<file path="src/design/hcbd_pkg.sv">
// Shared constants, types and helper functions for the chunked body decoder.
// Depends on nothing; imported by http_chunked_body_decoder.
package hcbd_pkg;

   // error codes on the result channel
   localparam logic [1:0] ERR_NONE          = 2'd0;
   localparam logic [1:0] ERR_SIZE_CORRUPT  = 2'd1;
   localparam logic [1:0] ERR_SIZE_OVERFLOW = 2'd2;
   localparam logic [1:0] ERR_CHUNK_END     = 2'd3;

   // characters the parser looks for
   localparam logic [7:0] CHAR_CR     = 8'h0D;
   localparam logic [7:0] CHAR_LF     = 8'h0A;
   localparam logic [7:0] CHAR_SPACE  = 8'h20;
   localparam logic [7:0] CHAR_TAB    = 8'h09;
   localparam logic [7:0] CHAR_SEMI   = 8'h3B;
   localparam logic [7:0] CHAR_QUOTE  = 8'h22;
   localparam logic [7:0] CHAR_BSLASH = 8'h5C;
   localparam logic [7:0] CHAR_ZERO   = 8'h30;
   localparam logic [7:0] CHAR_NINE   = 8'h39;

   // extension matcher positions: 0 seek ';', 1..18 name chars matched plus one
   localparam int unsigned        EXT_NAME_LEN = 18;
   localparam logic [4:0] MATCH_SEEK      = 5'd0;
   localparam logic [4:0] MATCH_NAME_1ST  = 5'd1;
   localparam logic [4:0] MATCH_NAME_LAST = 5'd18;
   localparam logic [4:0] MATCH_NAME_FULL = 5'd19;
   localparam logic [4:0] MATCH_DIGITS    = 5'd20;
   localparam logic [4:0] MATCH_SKIP      = 5'd21;
   localparam logic [4:0] MATCH_STOP      = 5'd22;

   localparam logic [31:0] VAL_MAX = 32'h7FFF_FFFF;

   // result of the quote-aware line scanner
   typedef struct packed {
      logic ends;
      logic quoted;
      logic slashed;
   } line_scan_type;

   // hex digit decode: bit 4 flags a digit
   typedef struct packed {
      logic       ok;
      logic [3:0] val;
   } hex_digit_type;

   function automatic hex_digit_type hex_decode(input logic [7:0] c);
      hex_digit_type r;
      r.ok  = 1'b1;
      r.val = 4'd0;
      if (c >= 8'h30 && c <= 8'h39) begin
         r.val = c[3:0];
      end else if ((c >= 8'h61 && c <= 8'h66) || (c >= 8'h41 && c <= 8'h46)) begin
         r.val = c[3:0] + 4'd9;
      end else begin
         r.ok = 1'b0;
      end
      return r;
   endfunction

   // "use-original-body=" one character per index
   function automatic logic [7:0] ext_name_char(input logic [4:0] idx);
      logic [7:0] ch;
      case (idx)
         5'd0:  ch = 8'h75; // u
         5'd1:  ch = 8'h73; // s
         5'd2:  ch = 8'h65; // e
         5'd3:  ch = 8'h2D; // -
         5'd4:  ch = 8'h6F; // o
         5'd5:  ch = 8'h72; // r
         5'd6:  ch = 8'h69; // i
         5'd7:  ch = 8'h67; // g
         5'd8:  ch = 8'h69; // i
         5'd9:  ch = 8'h6E; // n
         5'd10: ch = 8'h61; // a
         5'd11: ch = 8'h6C; // l
         5'd12: ch = 8'h2D; // -
         5'd13: ch = 8'h62; // b
         5'd14: ch = 8'h6F; // o
         5'd15: ch = 8'h64; // d
         5'd16: ch = 8'h79; // y
         5'd17: ch = 8'h3D; // =
         default: ch = 8'h00;
      endcase
      return ch;
   endfunction

   // quote and escape tracking; ends is set for an LF outside quotes
   function automatic line_scan_type line_scan(input logic [7:0] c,
                                               input logic       quoted,
                                               input logic       slashed);
      line_scan_type r;
      r.ends    = 1'b0;
      r.quoted  = quoted;
      r.slashed = slashed;
      if (slashed) begin
         r.slashed = 1'b0;
      end else if (quoted) begin
         if (c == CHAR_BSLASH) begin
            r.slashed = 1'b1;
         end else if (c == CHAR_QUOTE) begin
            r.quoted = 1'b0;
         end
      end else if (c == CHAR_QUOTE) begin
         r.quoted = 1'b1;
      end else begin
         r.ends = (c == CHAR_LF);
      end
      return r;
   endfunction

endpackage

</file>
<file path="src/design/http_chunked_body_decoder.sv">
// HTTP/1.1 chunked body decoder, top level.
// Depends on hcbd_pkg for character constants, error codes and scanner helpers.

// One raw byte of a chunked message is taken per item and exactly one result
// item comes out for it, in the cycle after acceptance. A new item can be taken
// every cycle: the whole per-byte parser update (hex size shift, body count
// decrement, extension matcher, line scanner) is a single combinational pass
// from the parser state registers into the result register, and req_ready
// stays high whenever the result register is empty or being drained, so the
// sustained rate is one item per cycle. Errors are reported on the faulty
// byte; after an error or the end of the message all bytes give empty results
// until an item with new_message set restarts the parser.
module http_chunked_body_decoder #(
   parameter int unsigned SIZE_BITS = 64
) (
   input  logic               clock,
   input  logic               reset,
   input  logic               req_valid,
   output logic               req_ready,
   input  logic [7:0]         req_data_byte,
   input  logic               req_new_message,
   output logic               rsp_valid,
   input  logic               rsp_ready,
   output logic               rsp_body_valid,
   output logic [7:0]         rsp_body_byte,
   output logic               rsp_message_done,
   output logic [1:0]         rsp_error_code,
   output logic signed [31:0] rsp_original_body_flag
);
   import hcbd_pkg::*;

   typedef enum logic [2:0] {
      PH_SIZE, PH_EXT_SKIP, PH_BODY, PH_END, PH_LAST_EXT, PH_TRAILER, PH_DONE, PH_FAILED
   } phase_type;

   // parser state
   phase_type              phase_ff,     phase_in;
   logic [SIZE_BITS-1:0]   bytes_left_ff, bytes_left_in;
   logic                   digits_ff,    digits_in;
   logic                   quoted_ff,    quoted_in;
   logic                   slashed_ff,   slashed_in;
   logic                   has_text_ff,  has_text_in;
   logic [4:0]             match_ff,     match_in;
   logic [31:0]            ext_value_ff, ext_value_in;

   // result register
   logic                   rsp_valid_ff;
   logic                   body_valid_ff, body_valid_in;
   logic [7:0]             body_byte_ff,  body_byte_in;
   logic                   done_ff,       done_in;
   logic [1:0]             error_ff,      error_in;

   logic                   accept;

   assign req_ready = !rsp_valid_ff || rsp_ready;
   assign accept    = req_valid && req_ready;

   // per-byte parser update
   always_comb begin
      phase_type            ph;
      phase_type            run_ph;
      logic                 run;
      hex_digit_type        hd;
      line_scan_type        ls;
      logic [7:0]           c;
      logic [30:0]          base;
      logic [34:0]          acc;
      logic [SIZE_BITS-1:0] bl_dec;

      c = req_data_byte;

      // a restart request clears state ahead of this byte
      if (req_new_message) begin
         ph            = PH_SIZE;
         bytes_left_in = '0;
         digits_in     = 1'b0;
         quoted_in     = 1'b0;
         slashed_in    = 1'b0;
         has_text_in   = 1'b0;
         match_in      = MATCH_SEEK;
         ext_value_in  = '1;
      end else begin
         ph            = phase_ff;
         bytes_left_in = bytes_left_ff;
         digits_in     = digits_ff;
         quoted_in     = quoted_ff;
         slashed_in    = slashed_ff;
         has_text_in   = has_text_ff;
         match_in      = match_ff;
         ext_value_in  = ext_value_ff;
      end
      phase_in      = ph;
      body_valid_in = 1'b0;
      body_byte_in  = 8'd0;
      done_in       = 1'b0;
      error_in      = ERR_NONE;

      hd     = hex_decode(c);
      ls     = line_scan(c, quoted_in, slashed_in);
      run    = 1'b0;
      run_ph = ph;
      bl_dec = bytes_left_in - {{(SIZE_BITS-1){1'b0}}, 1'b1};

      // size line: hex digits accumulate, first other byte falls through (an error if no digit came)
      if (ph == PH_SIZE) begin
         if (hd.ok) begin
            if (bytes_left_in[SIZE_BITS-2 -: 4] != 4'd0) begin
               error_in = ERR_SIZE_OVERFLOW;
               phase_in = PH_FAILED;
            end else begin
               bytes_left_in = {bytes_left_in[SIZE_BITS-5:0], hd.val};
               digits_in     = 1'b1;
            end
         end else if (!digits_in) begin
            error_in = ERR_SIZE_CORRUPT;
            phase_in = PH_FAILED;
         end else begin
            quoted_in  = 1'b0;
            slashed_in = 1'b0;
            match_in   = MATCH_SEEK;
            ls         = line_scan(c, 1'b0, 1'b0);
            run        = 1'b1;
            run_ph     = (bytes_left_in != '0) ? PH_EXT_SKIP : PH_LAST_EXT;
            phase_in   = run_ph;
         end
      end else begin
         run = 1'b1;
      end

      // decimal accumulate for the extension value, saturating
      base = (match_in == MATCH_DIGITS) ? ext_value_in[30:0] : 31'd0;
      acc  = {1'b0, base, 3'b000} + {3'b000, base, 1'b0}
           + {31'd0, c[3:0] - CHAR_ZERO[3:0]};

      if (run) begin
         unique case (run_ph)
            PH_EXT_SKIP: begin
               quoted_in  = ls.quoted;
               slashed_in = ls.slashed;
               if (ls.ends) begin
                  phase_in = PH_BODY;
               end
            end
            PH_BODY: begin
               body_valid_in = 1'b1;
               body_byte_in  = c;
               bytes_left_in = bl_dec;
               if (bl_dec == '0) begin
                  phase_in = PH_END;
               end
            end
            PH_END: begin
               if (c == CHAR_LF) begin
                  phase_in      = PH_SIZE;
                  bytes_left_in = '0;
                  digits_in     = 1'b0;
               end else if (c != CHAR_CR) begin
                  error_in = ERR_CHUNK_END;
                  phase_in = PH_FAILED;
               end
            end
            PH_LAST_EXT: begin
               quoted_in  = ls.quoted;
               slashed_in = ls.slashed;
               if (ls.ends) begin
                  has_text_in = 1'b0;
                  phase_in    = PH_TRAILER;
               end else begin
                  // extension name matcher
                  if (match_in == MATCH_SEEK) begin
                     if (c != CHAR_SPACE && c != CHAR_TAB) begin
                        match_in = (c == CHAR_SEMI) ? MATCH_NAME_1ST : MATCH_STOP;
                     end
                  end else if (match_in >= MATCH_NAME_1ST && match_in <= MATCH_NAME_LAST) begin
                     if (!(match_in == MATCH_NAME_1ST && (c == CHAR_SPACE || c == CHAR_TAB)))
                     begin
                        if (c == ext_name_char(match_in - 5'd1)) begin
                           match_in = match_in + 5'd1;
                        end else begin
                           match_in = (c == CHAR_SEMI) ? MATCH_NAME_1ST : MATCH_SKIP;
                        end
                     end
                  end else if (match_in == MATCH_NAME_FULL || match_in == MATCH_DIGITS) begin
                     if (c >= CHAR_ZERO && c <= CHAR_NINE) begin
                        ext_value_in = (acc[34:31] != 4'd0) ? VAL_MAX : {1'b0, acc[30:0]};
                        match_in     = MATCH_DIGITS;
                     end else begin
                        match_in = MATCH_STOP;
                     end
                  end else if (match_in == MATCH_SKIP) begin
                     if (c == CHAR_SEMI) begin
                        match_in = MATCH_NAME_1ST;
                     end
                  end
               end
            end
            PH_TRAILER: begin
               quoted_in  = ls.quoted;
               slashed_in = ls.slashed;
               if (ls.ends) begin
                  if (!has_text_in) begin
                     done_in  = 1'b1;
                     phase_in = PH_DONE;
                  end
                  has_text_in = 1'b0;
               end else if (c != CHAR_CR) begin
                  has_text_in = 1'b1;
               end
            end
            default: begin
               // done or failed: byte is ignored
            end
         endcase
      end
   end

   // state and result registers
   always_ff @(posedge clock) begin
      if (reset) begin
         phase_ff      <= PH_SIZE;
         bytes_left_ff <= '0;
         digits_ff     <= 1'b0;
         quoted_ff     <= 1'b0;
         slashed_ff    <= 1'b0;
         has_text_ff   <= 1'b0;
         match_ff      <= MATCH_SEEK;
         ext_value_ff  <= '1;
         rsp_valid_ff  <= 1'b0;
      end else begin
         if (accept) begin
            phase_ff      <= phase_in;
            bytes_left_ff <= bytes_left_in;
            digits_ff     <= digits_in;
            quoted_ff     <= quoted_in;
            slashed_ff    <= slashed_in;
            has_text_ff   <= has_text_in;
            match_ff      <= match_in;
            ext_value_ff  <= ext_value_in;
         end
         if (accept) begin
            rsp_valid_ff <= 1'b1;
         end else if (rsp_ready) begin
            rsp_valid_ff <= 1'b0;
         end
      end
   end

   // result payload, loaded with each accepted item
   always_ff @(posedge clock) begin
      if (accept) begin
         body_valid_ff <= body_valid_in;
         body_byte_ff  <= body_byte_in;
         done_ff       <= done_in;
         error_ff      <= error_in;
      end
   end

   assign rsp_valid              = rsp_valid_ff;
   assign rsp_body_valid         = body_valid_ff;
   assign rsp_body_byte          = body_byte_ff;
   assign rsp_message_done       = done_ff;
   assign rsp_error_code         = error_ff;
   assign rsp_original_body_flag = $signed(ext_value_ff);

endmodule

</file>
<file path="config.mk">
export PLATFORM = sky130hd
export DESIGN_NAME = http_chunked_body_decoder
export DESIGN_NICKNAME = d
export VERILOG_FILES = /design/src/design/hcbd_pkg.sv /design/src/design/http_chunked_body_decoder.sv
export SDC_FILE = /design/constraint.sdc
export NUM_CORES = 1
export LEC_CHECK = 0
export BUFFER_PORTS_ARGS = -buffer_cell sky130_fd_sc_hd__buf_2
export CAP_MARGIN = 10
export CORE_MARGIN = 3
export CORE_UTILIZATION = 50
export CTS_BUF_LIST = sky130_fd_sc_hd__clkbuf_8 sky130_fd_sc_hd__clkbuf_16
export CTS_CLUSTER_SIZE = 10
export DETAILED_ROUTE_END_ITERATION = 10
export GPL_ROUTABILITY_DRIVEN = 0
export PLACE_DENSITY = 0.67
export SLEW_MARGIN = 0
export SYNTH_ARGS = -nofsm -noshare
export SYNTH_HDL_FRONTEND = slang
export SYNTH_SLANG_ARGS = --single-unit
export TNS_END_PERCENT = 10
</file>
<file path="constraint.sdc">
create_clock -name clock -period 13.4 [get_ports clock]
set_input_delay 1.34 -clock clock [delete_from_list [all_inputs] [get_ports clock]]
set_output_delay 1.34 -clock clock [all_outputs]
set_load 0.02 [all_outputs]
</file>
Word-level counts from Yosys, hierarchy flattened. Memory sizes are Yosys's and may differ from the RTL's. Index checks and enable logic that the tools add are counted.

Bits of input ports: 13. Memories kept: 1. Logic and storage cells: 185. ROM bits: 224. Bits in registers: 121.

Muxes and demuxes: 116. Order comparisons: 8. Eq/ne operators: 19. Reduce and logical (&&, ||, !) cells: 22. $add $sub $neg: 6.

Memory list: (no name shown) (words 32, bits a word 7, read ports 1, clocked after Yosys merged registers in 0, write ports 0, line hcbd_pkg.sv:64) `case (idx)`.

Operators by type and width (count): 2-to-1 mux 64 bit (6); 2-to-1 mux 32 bit (8); one-hot mux 64 bit (2 select lines) (1); 2-to-1 mux 5 bit (17); logical NOT 64 bit (1); nonzero test 64 bit (1); subtractor 64 x 1 -> 64 bit (second input constant) (1); 2-to-1 mux 31 bit (2); 2-to-1 mux 3 bit (20); 2-to-1 mux 8 bit (6); 2-to-1 mux 1 bit (43); adder 34 x 32 -> 35 bit (1); adder 35 x 4 -> 35 bit (1); equality test 8 x 6 -> 1 bit (second input constant) (3); 2-to-1 mux 2 bit (9); equality test 8 x 4 -> 1 bit (second input constant) (2); >= comparator 8 x 7 -> 1 bit (second input constant) (2); less-or-equal comparator 8 x 7 -> 1 bit (second input constant) (2); inequality test 8 x 4 -> 1 bit (second input constant) (2); equality test 5 bit (second input constant) (3); one-hot mux 3 bit (5 select lines) (1); equality test 8 x 7 -> 1 bit (second input constant) (1); equality test 8 bit (1); >= comparator 8 x 6 -> 1 bit (second input constant) (1); 23 further kinds (36).

Logic depth before layout (Yosys ltp). Gate-level depths: netlist of the first run.

Depth in word-level cells: 23. Depth in mapped cells: 29. Depth with buffers taken out: 25.

Least setup slack after synthesis of the first run. Ideal clock, no wire load.

Kind: input -> register. Start point: input req_data_byte[0]. End point: register ext_value_ff[11], in the netlist rsp_original_body_flag[11]. Arrival time: 7235 ps. Path slack: 6048 ps. Buffers on the path: 4. Cell stages on the path: 27. Library setup time: 117 ps. Path through: clkbuf_1 > inv_1 > ha_1 > o21bai_1 > a21o_1 > o211a_1 > buf_4 > nor2_8 > nand2_1 > ha_1 > and3_1 > clkbuf_1 > and2_1 > fa_1 > ha_1 > a21o_1 > a21o_1 > a211oi_1 > nor3_1 > o31ai_1 > a31oi_1 > a21oi_1 > xnor2_1 > a2111oi_4 > nand2_2 > buf_6 > o22a_1.

Longest elaborated chain between the ends: 20.

Ends and longest elaborated chain: start: declaration (line http_chunked_body_decoder.sv:20) `input logic [7:0] req_data_byte,`; >= comparator 8 x 7 -> 1 bit or less-or-equal comparator 8 x 7 -> 1 bit (tied branches) (line hcbd_pkg.sv:53) `end else if ((c >= 8'h61 && c <= 8'h66) || (c >= 8'h41 && c <= 8'h46)) begin`; logical AND 1 bit (line hcbd_pkg.sv:53); logical OR 1 bit (line hcbd_pkg.sv:53); 2-to-1 mux 1 bit (line hcbd_pkg.sv:53); 2-to-1 mux 1 bit (line hcbd_pkg.sv:51) `if (c >= 8'h30 && c <= 8'h39) begin`; 2-to-1 mux 5 bit (line http_chunked_body_decoder.sv:106) `if (hd.ok) begin`; 2-to-1 mux 5 bit (line http_chunked_body_decoder.sv:105) `if (ph == PH_SIZE) begin`; equality test 5 bit (line http_chunked_body_decoder.sv:131, http_chunked_body_decoder.sv:183); (+4 left out); 2-to-1 mux 31 bit (line http_chunked_body_decoder.sv:185) `ext_value_in = (acc[34:31] != 4'd0) ? VAL_MAX : {1'b0, acc[30:0]};`; 2-to-1 mux 32 bit (line http_chunked_body_decoder.sv:184) `if (c >= CHAR_ZERO && c <= CHAR_NINE) begin`; 2-to-1 mux 32 bit (line http_chunked_body_decoder.sv:183) `end else if (match_in == MATCH_NAME_FULL || match_in == MATCH_DIGITS) begin`; 2-to-1 mux 32 bit (line http_chunked_body_decoder.sv:174) `end else if (match_in >= MATCH_NAME_1ST && match_in <= MATCH_NAME_LAST) begin`; 2-to-1 mux 32 bit (line http_chunked_body_decoder.sv:170) `if (match_in == MATCH_SEEK) begin`; 2-to-1 mux 32 bit (line http_chunked_body_decoder.sv:165) `if (ls.ends) begin`; 2-to-1 mux 32 bit (line http_chunked_body_decoder.sv:136) `unique case (run_ph)`; 2-to-1 mux 32 bit * (line http_chunked_body_decoder.sv:135) `if (run) begin`; end signal: assignment (line http_chunked_body_decoder.sv:238) `ext_value_ff <= ext_value_in;`; end: declaration (line http_chunked_body_decoder.sv:44) `logic [31:0] ext_value_ff, ext_value_in;`.

Every way passes the cells marked *; elsewhere a longest branch is shown, timed or not. A chain may end at the register's enable or synchronous reset.

Final worst setup path of the first run.
Start point: input req_data_byte[1]. End point: register ext_value_ff[8], in the netlist rsp_original_body_flag[8].

The elaborated chain is that of the path after synthesis.

==> results.cfg, run 1 <==
[synth]
async_flop_share_pct = 0
yosys-top-cells-area = dfxtp_1 (20%), ha_1 (8.5%), nor2_1 (5.6%)
synth_cells = 1483
postSynthAreaPerCell_um2 = 7.317
synth_cell_types = 82
synth.yosys.seq_area_share_pct = 23.43
yosys_warnings = 0
synthDominantCellAreaShare_pct = 20.11
synthFlopType = dfxtp_1
synthesis.nets = 1572
post-synth-top-area-cell = dfxtp_1
synth_area_um2 = 10850
ys_ff_latch = 121
synth-edff-count = 12

[clock_network]
clock_sinks = 121
clock_tree.buffer_depth = 2
h-tree-depth = 4
clk_pin_slew_ns = 0.06
cts_resized = 0
insertion_delay_ns = 0.43
holdBufCountCts = 0
post_cts_buffers = 0
cts_tree = yes
clock-root-buffer = clkbuf_16
cts_buffers = 17

[finish]
finalNonFillerCells = 1745
antenna_cells = 0
nets = 1547
syn2layout_area_growth_pct = 7.910
final_core_util_pct = 55.36
nFillCells = 2069
drive_above_1_share_pct = 8.912
multi_input_area_um2 = 7731
final_area_um2 = 11710
layout.area.seq_um2 = 2542

[timing]
finalCritPeriodShare_pct = 63.09
fmax_mhz = 118.3
setup_slack_ns = 4.946
finClkSkew_ns = 0.01494
rsz0062_at_grt = no
drv_slew = 0
setup_viol = 0
hold_viol = 0
worst_pin_slew_ns = 1.050
fin_crit_ns = 8.454
slew_headroom_pct = 29.57
hold_ws_ns = 0.4662
finalSetupTns_ns = 0

[setup_path]
worstPathRequired_ns = 13.71
r2r_start = phase_ff[0]$_SDFFE_PP0P_
r2r_cells = 20
worstSetupPathType = in -> reg
start_kind = input port
end_kind = flip-flop
critPathMaxFanout = 31
crit_start = req_data_byte[1]
crit_arrival_ns = 8.77

[floorplanning]
die_h_um = 153.3
die_x_um = 153.3
die_area_um2 = 23510
start_util_pct = 51.30
io_pins = 59
rows = 53
core-area_um2 = 21150

[grt]
track_usage_pct = 27.07
grt_pass1_vias = 10351
grt_pass1_wl_mm = 53.59
grtUsageMet3_pct = 4.841
globalRouteOverflowTotal = 0
use_met2_pct = 41.42
grt_start_max_net_pins = 70
grt-busiest-layer = met2
met1_usage_pct = 38.81
antenna_found_initial = 0

[power_and_ir_drop]
p_per_area_nw_per_um2 = 96.47
ir_drop_mv = 0.07679
leakage_nw = 4.671
total_power_mw = 1.130

[placed_design]
place_ws_ns = 4.602
dp.cells = 1714
dp_hpwl_mm = 22.91
port_buffers = 58
placed_cell_area_um2 = 11140

[drt]
routed_wl_mm = 32.54
vias = 11194
viasPerCell = 6.415
drcViolationCount = 0
ant_nets = 0
wire_per_inst_um = 18.64
firstDrtPassIters = 6
drtIter0Drc = 993

[min_path]
hp-start = has_text_ff$_SDFFE_PP0P_
hp-class = reg -> reg
hold_depth = 2

[run_status]
status = complete, no violations

[run]
cap_violations = 0
==> cells in the final DEF (no fill, tap or decap), types with 26 or more instances in the layout <==
cell and n:
nor3_1 57, nor4_1 26, xor2_1 27, nand2_1 141
a21o_1 28, inv_1 34, and2_1 43, nor2_1 160
buf_2 58, o21ai_0 103, a22oi_1 26, ha_1 74
xnor2_1 49, dfxtp_1 109, a21oi_1 116, nand3_1 38
==> critical path, cell delays in order <==
cell and delay, ns:
buf_2 0.25, inv_1 0.14, ha_1 0.26, o21bai_1 0.26, a21o_1 0.29, o211a_1 0.55
nor2_8 0.06, nand2_1 0.24, ha_1 0.38, and3_1 0.86, and2_1 0.29, fa_1 0.45
ha_1 0.30, a21o_1 0.17, a21o_1 0.20, a211oi_1 0.31, nor3_1 0.12, o31ai_1 0.41
a31oi_1 0.27, a21oi_1 0.22, xnor2_1 0.13, a2111oi_4 0.63, nand2_2 0.34, o22a_1 0.27
==> power by group <==
part	leakage (nW)	switching (mW)	internal (mW)
clock network	0.286	0.178	0.274
registers	1.00	0.0203	0.377
logic	3.38	0.180	0.0998
==> worst paths after layout <==
check / to / slack [ns]
setup / recovery: rsp_original_body_flag[8]$_SDFFE_PP1P_ / 4.95
hold reg to reg: has_text_ff$_SDFFE_PP0P_ / 0.47
setup reg to reg: rsp_original_body_flag[8]$_SDFFE_PP1P_ / 6.05
hold / removal: has_text_ff$_SDFFE_PP0P_ / 0.47
==> per-layer routing <==
layer  vias up  wire length, um
li1       5412                -
met1      5278            15010
met2       454            14410
met3        50             2524
met4         0              585
met5         -                0
==> registers in the layout, summed over array words and instances (netlist names) <==
signal                  count
bytes_left_ff              64
digits_ff                   1
has_text_ff                 1
match_ff                    5
phase_ff                    3
quoted_ff                   1
rsp_body_byte               8
rsp_body_valid              1
rsp_error_code              2
rsp_message_done            1
rsp_original_body_flag     32
rsp_valid                   1
slashed_ff                  1
==> cell type report <==
type	instances	area share, %
multi-input combinational	1213	66.02
inverter	33	1.058
clock inverter	11	0.8121
timing repair buffer	72	3.376
sequential	121	21.71
tap	275	2.938
clock buffer	20	4.082
==> cell families after synthesis <==
kind of cell,after synthesis,share of synthesized area [%]
xor+xnor,76,6.134
compound gates,468,28.44
fa+ha+maj,76,8.901
simple gates,580,26.46
buf+inv,149,5.431
mux,13,1.199
flops,121,23.43
==> synthesized netlist by cell type, drive strengths merged, types with 8 or more instances <==
master    n
ha       74
nor3     58
nand2b   15
or4       8
xor2     27
and3     13
nor2    162
o21ai   113
o22a     25
a211oi   12
a21o     28
a311oi    8
nand3    39
o22ai    11
clkbuf   94
edfxtp   12
nand2   142
a21oi   116
nor2b    14
and2     43
nand4    14
dfxtp   109
a31oi    23
or2      10
inv      33
o21a     15
nor4     29
a22oi    26
buf      22
o221ai   12
xnor2    49
or3      11
mux2i    13
Note: power is estimated with default switching activity, not from simulation.
==> run 2: changes to the inputs <==
--- a/config.mk
+++ b/config.mk
@@ -13,7 +13,7 @@
 export CTS_CLUSTER_SIZE = 10
 export DETAILED_ROUTE_END_ITERATION = 10
 export GPL_ROUTABILITY_DRIVEN = 0
-export PLACE_DENSITY = 0.67
+export PLACE_DENSITY = 0.7
 export SLEW_MARGIN = 0
 export SYNTH_ARGS = -nofsm -noshare
 export SYNTH_HDL_FRONTEND = slang
==> constraint.sdc (replaced) <==
create_clock -name clock -period 7.1 [get_ports clock]
set_input_delay 0.71 -clock clock [delete_from_list [all_inputs] [get_ports clock]]
set_output_delay 0.71 -clock clock [all_outputs]
set_load 0.02 [all_outputs]
==> run 2 against run 1 <==
  * Flip-flop and latch count is the same
  * Total power is 97% higher
  * Worst hold slack got worse by 0.0065 ns
  * Wire length is 1.3% higher
  * Cell area up 1.3%
  * Via count rose by 1.0%
  * Combinational power up 90%
  * Cell count up 0.69%
  * Sequential power is 88% higher
  * Utilization grew 0.70 points
  * Global-route usage up 0.082 points
==> results.cfg, run 2 (synthesized netlist as in run 1, its figures left out) <==
[run_status]
status = complete, no violations

[finish]
layout_commonest_cell = nor2_1
syn2layout_area_growth_pct = 9.282
top_register = bytes_left_ff
finalNonFillerCells = 1757
layout.area.seq_um2 = 2542
largest_reg_flops = 64
nFillCells = 2009
nets = 1558
drive_above_1_share_pct = 9.514
final_cell_mix = nor2_1 (160), nand2_1 (141), a21oi_1 (116)
antenna_cells = 0
final_area_um2 = 11860
multi_input_area_um2 = 7732

[power_and_ir_drop]
p_per_area_nw_per_um2 = 187.5
seq_power_share_pct = 33.7
p_sw_mw = 0.7192
clock_power_share_pct = 42.4
pwr-share-comb_pct = 23.9
leakage_nw = 4.742
swShare_pct = 32.34
total_power_mw = 2.224
p_int_mw = 1.504
ir_drop_mv = 0.1751

[drt]
drtIter0Drc = 1196
routedLengthMet1_mm = 15.22
route.met3.wl_mm = 2.398
wire_per_inst_um = 18.76
ant_nets = 0
firstDrtPassIters = 5
routed_wl_mm = 32.96
viasPerCell = 6.437
vias = 11310
top_layer = met4
drcViolationCount = 0
wl_met2_mm = 14.48

[timing]
setup_viol = 0
worst_pin_slew_ns = 1.088
finClkSkew_ns = 0.008548
drv_slew = 0
fin_crit_ns = 6.753
hold_ws_ns = 0.4597
slew_headroom_pct = 26.83
finalCritPeriodShare_pct = 95.11
hold_viol = 0
fmax_mhz = 148.1

[placed_design]
dp.cells = 1721
port_buffers = 58
dp_hpwl_mm = 22.78
placed_cell_area_um2 = 11200

[floorplanning]
core-area_um2 = 21150
rows = 53
start_util_pct = 51.30
die_area_um2 = 23510
die_h_um = 153.3
die_x_um = 153.3
io_pins = 59

[min_path]
hp-class = reg -> reg

[clock_network]
h-tree-depth = 4
holdBufCountCts = 0
clk_pin_slew_ns = 0.06
clock_tree.buffer_depth = 2
cts_buffers = 17
clock-root-buffer = clkbuf_16
insertion_delay_ns = 0.43
cts_tree = yes
clock_sinks = 121

[grt]
globalRouteOverflowTotal = 0
grt_start_max_net_pins = 63
antenna_found_initial = 0
grt_pass1_vias = 10448
grt_pass1_wl_mm = 53.87
track_usage_pct = 27.15

[setup_path]
start_kind = input port
worstPathRequired_ns = 7.46
crit_arrival_ns = 7.11
critPathMaxFanout = 14
end_kind = flip-flop
worstSetupPathType = in -> reg

[run]
cap_violations = 0
==> run 2: cell types whose count changed in the layout (fill, tap and decap cells not counted), sizes merged <==
cell,change
buf,+11
bufinv,+3
clkbuf,-2
clkinv,+1
clkinvlp,+1
inv,-2
==> run 2: area by class of cell <==
cell class                 instances  share of cell area [%]
clock inverter                    14                   1.477
inverter                          33                   1.045
multi-input combinational       1213                   65.20
sequential                       121                   21.44
timing repair buffer              83                   4.136
clock buffer                      18                   3.798
tap                              275                   2.901
==> run 2: final timing paths <==
| check | start | to | slack [ns] | cells past startpoint |
|---|---|---|---|---|
| worst min register to register | has_text_ff$_SDFFE_PP0P_ | has_text_ff$_SDFFE_PP0P_ | 0.46 | 2 |
| worst max register to register | phase_ff[2]$_SDFFE_PP0P_ | rsp_original_body_flag[13]$_SDFFE_PP1P_ | 0.73 | 23 |
| worst max-delay path | req_data_byte[1] | rsp_original_body_flag[13]$_SDFFE_PP1P_ | 0.35 | 27 |
| worst min-delay path | has_text_ff$_SDFFE_PP0P_ | has_text_ff$_SDFFE_PP0P_ | 0.46 | 2 |
==> run 2: critical path: stages <==
cell       delay [ns]
buf_2            0.11
inv_1            0.09
ha_1             0.23
nor2_1           0.07
a2111o_1         0.50
o211a_1          0.33
nor2_8           0.13
nand2_1          0.08
ha_1             0.30
and3_2           0.32
and2_1           0.22
fa_1             0.53
inv_1            0.06
fa_1             0.45
nor2b_1          0.13
o21a_1           0.13
o21ai_0          0.12
a2111oi_0        0.59
or3_1            0.24
a311o_1          0.26
nand2_1          0.16
nor4_1           0.55
a2111oi_4        0.06
buf_4            0.19
buf_4            0.14
and3_1           0.24
a21oi_1          0.15
==> run 2: timing repair <==
action                     CTS  global route
resized for setup            0             1
hold endpoints to repair     0             0
setup endpoints to repair    0            27
buffers inserted             0             4
==> run 2: metal layers <==
metal,vias to the layer above,track usage (%)
met1,5334,38.58
li1,5416,-
met3,79,4.445
met2,481,42.03
met4,0,8.825
met5,-,0
==> run 2: power by group through the flow <==
stage	Sequential [mW]	Clock, mW	Combinational (mW)
after floorplan	0.747	0	0.406
final	0.750	0.943	0.531
after detailed placement	0.764	0	0.515
after global placement	0.763	0	0.510
after global routing	0.754	0.974	0.584
after CTS	0.749	0.945	0.520
==> run 2: through the flow <==
step	utilization (%)	setup slack [ns]	setup TNS, ns
after floorplan	-	0.3782	0
after global placement	52.95	0.1099	0
after detailed placement	52.95	-0.03241	-0.2317
after CTS	55.91	0.3783	0
after global routing	56.06	-0.04436	-0.1633
final	56.06	0.3469	0
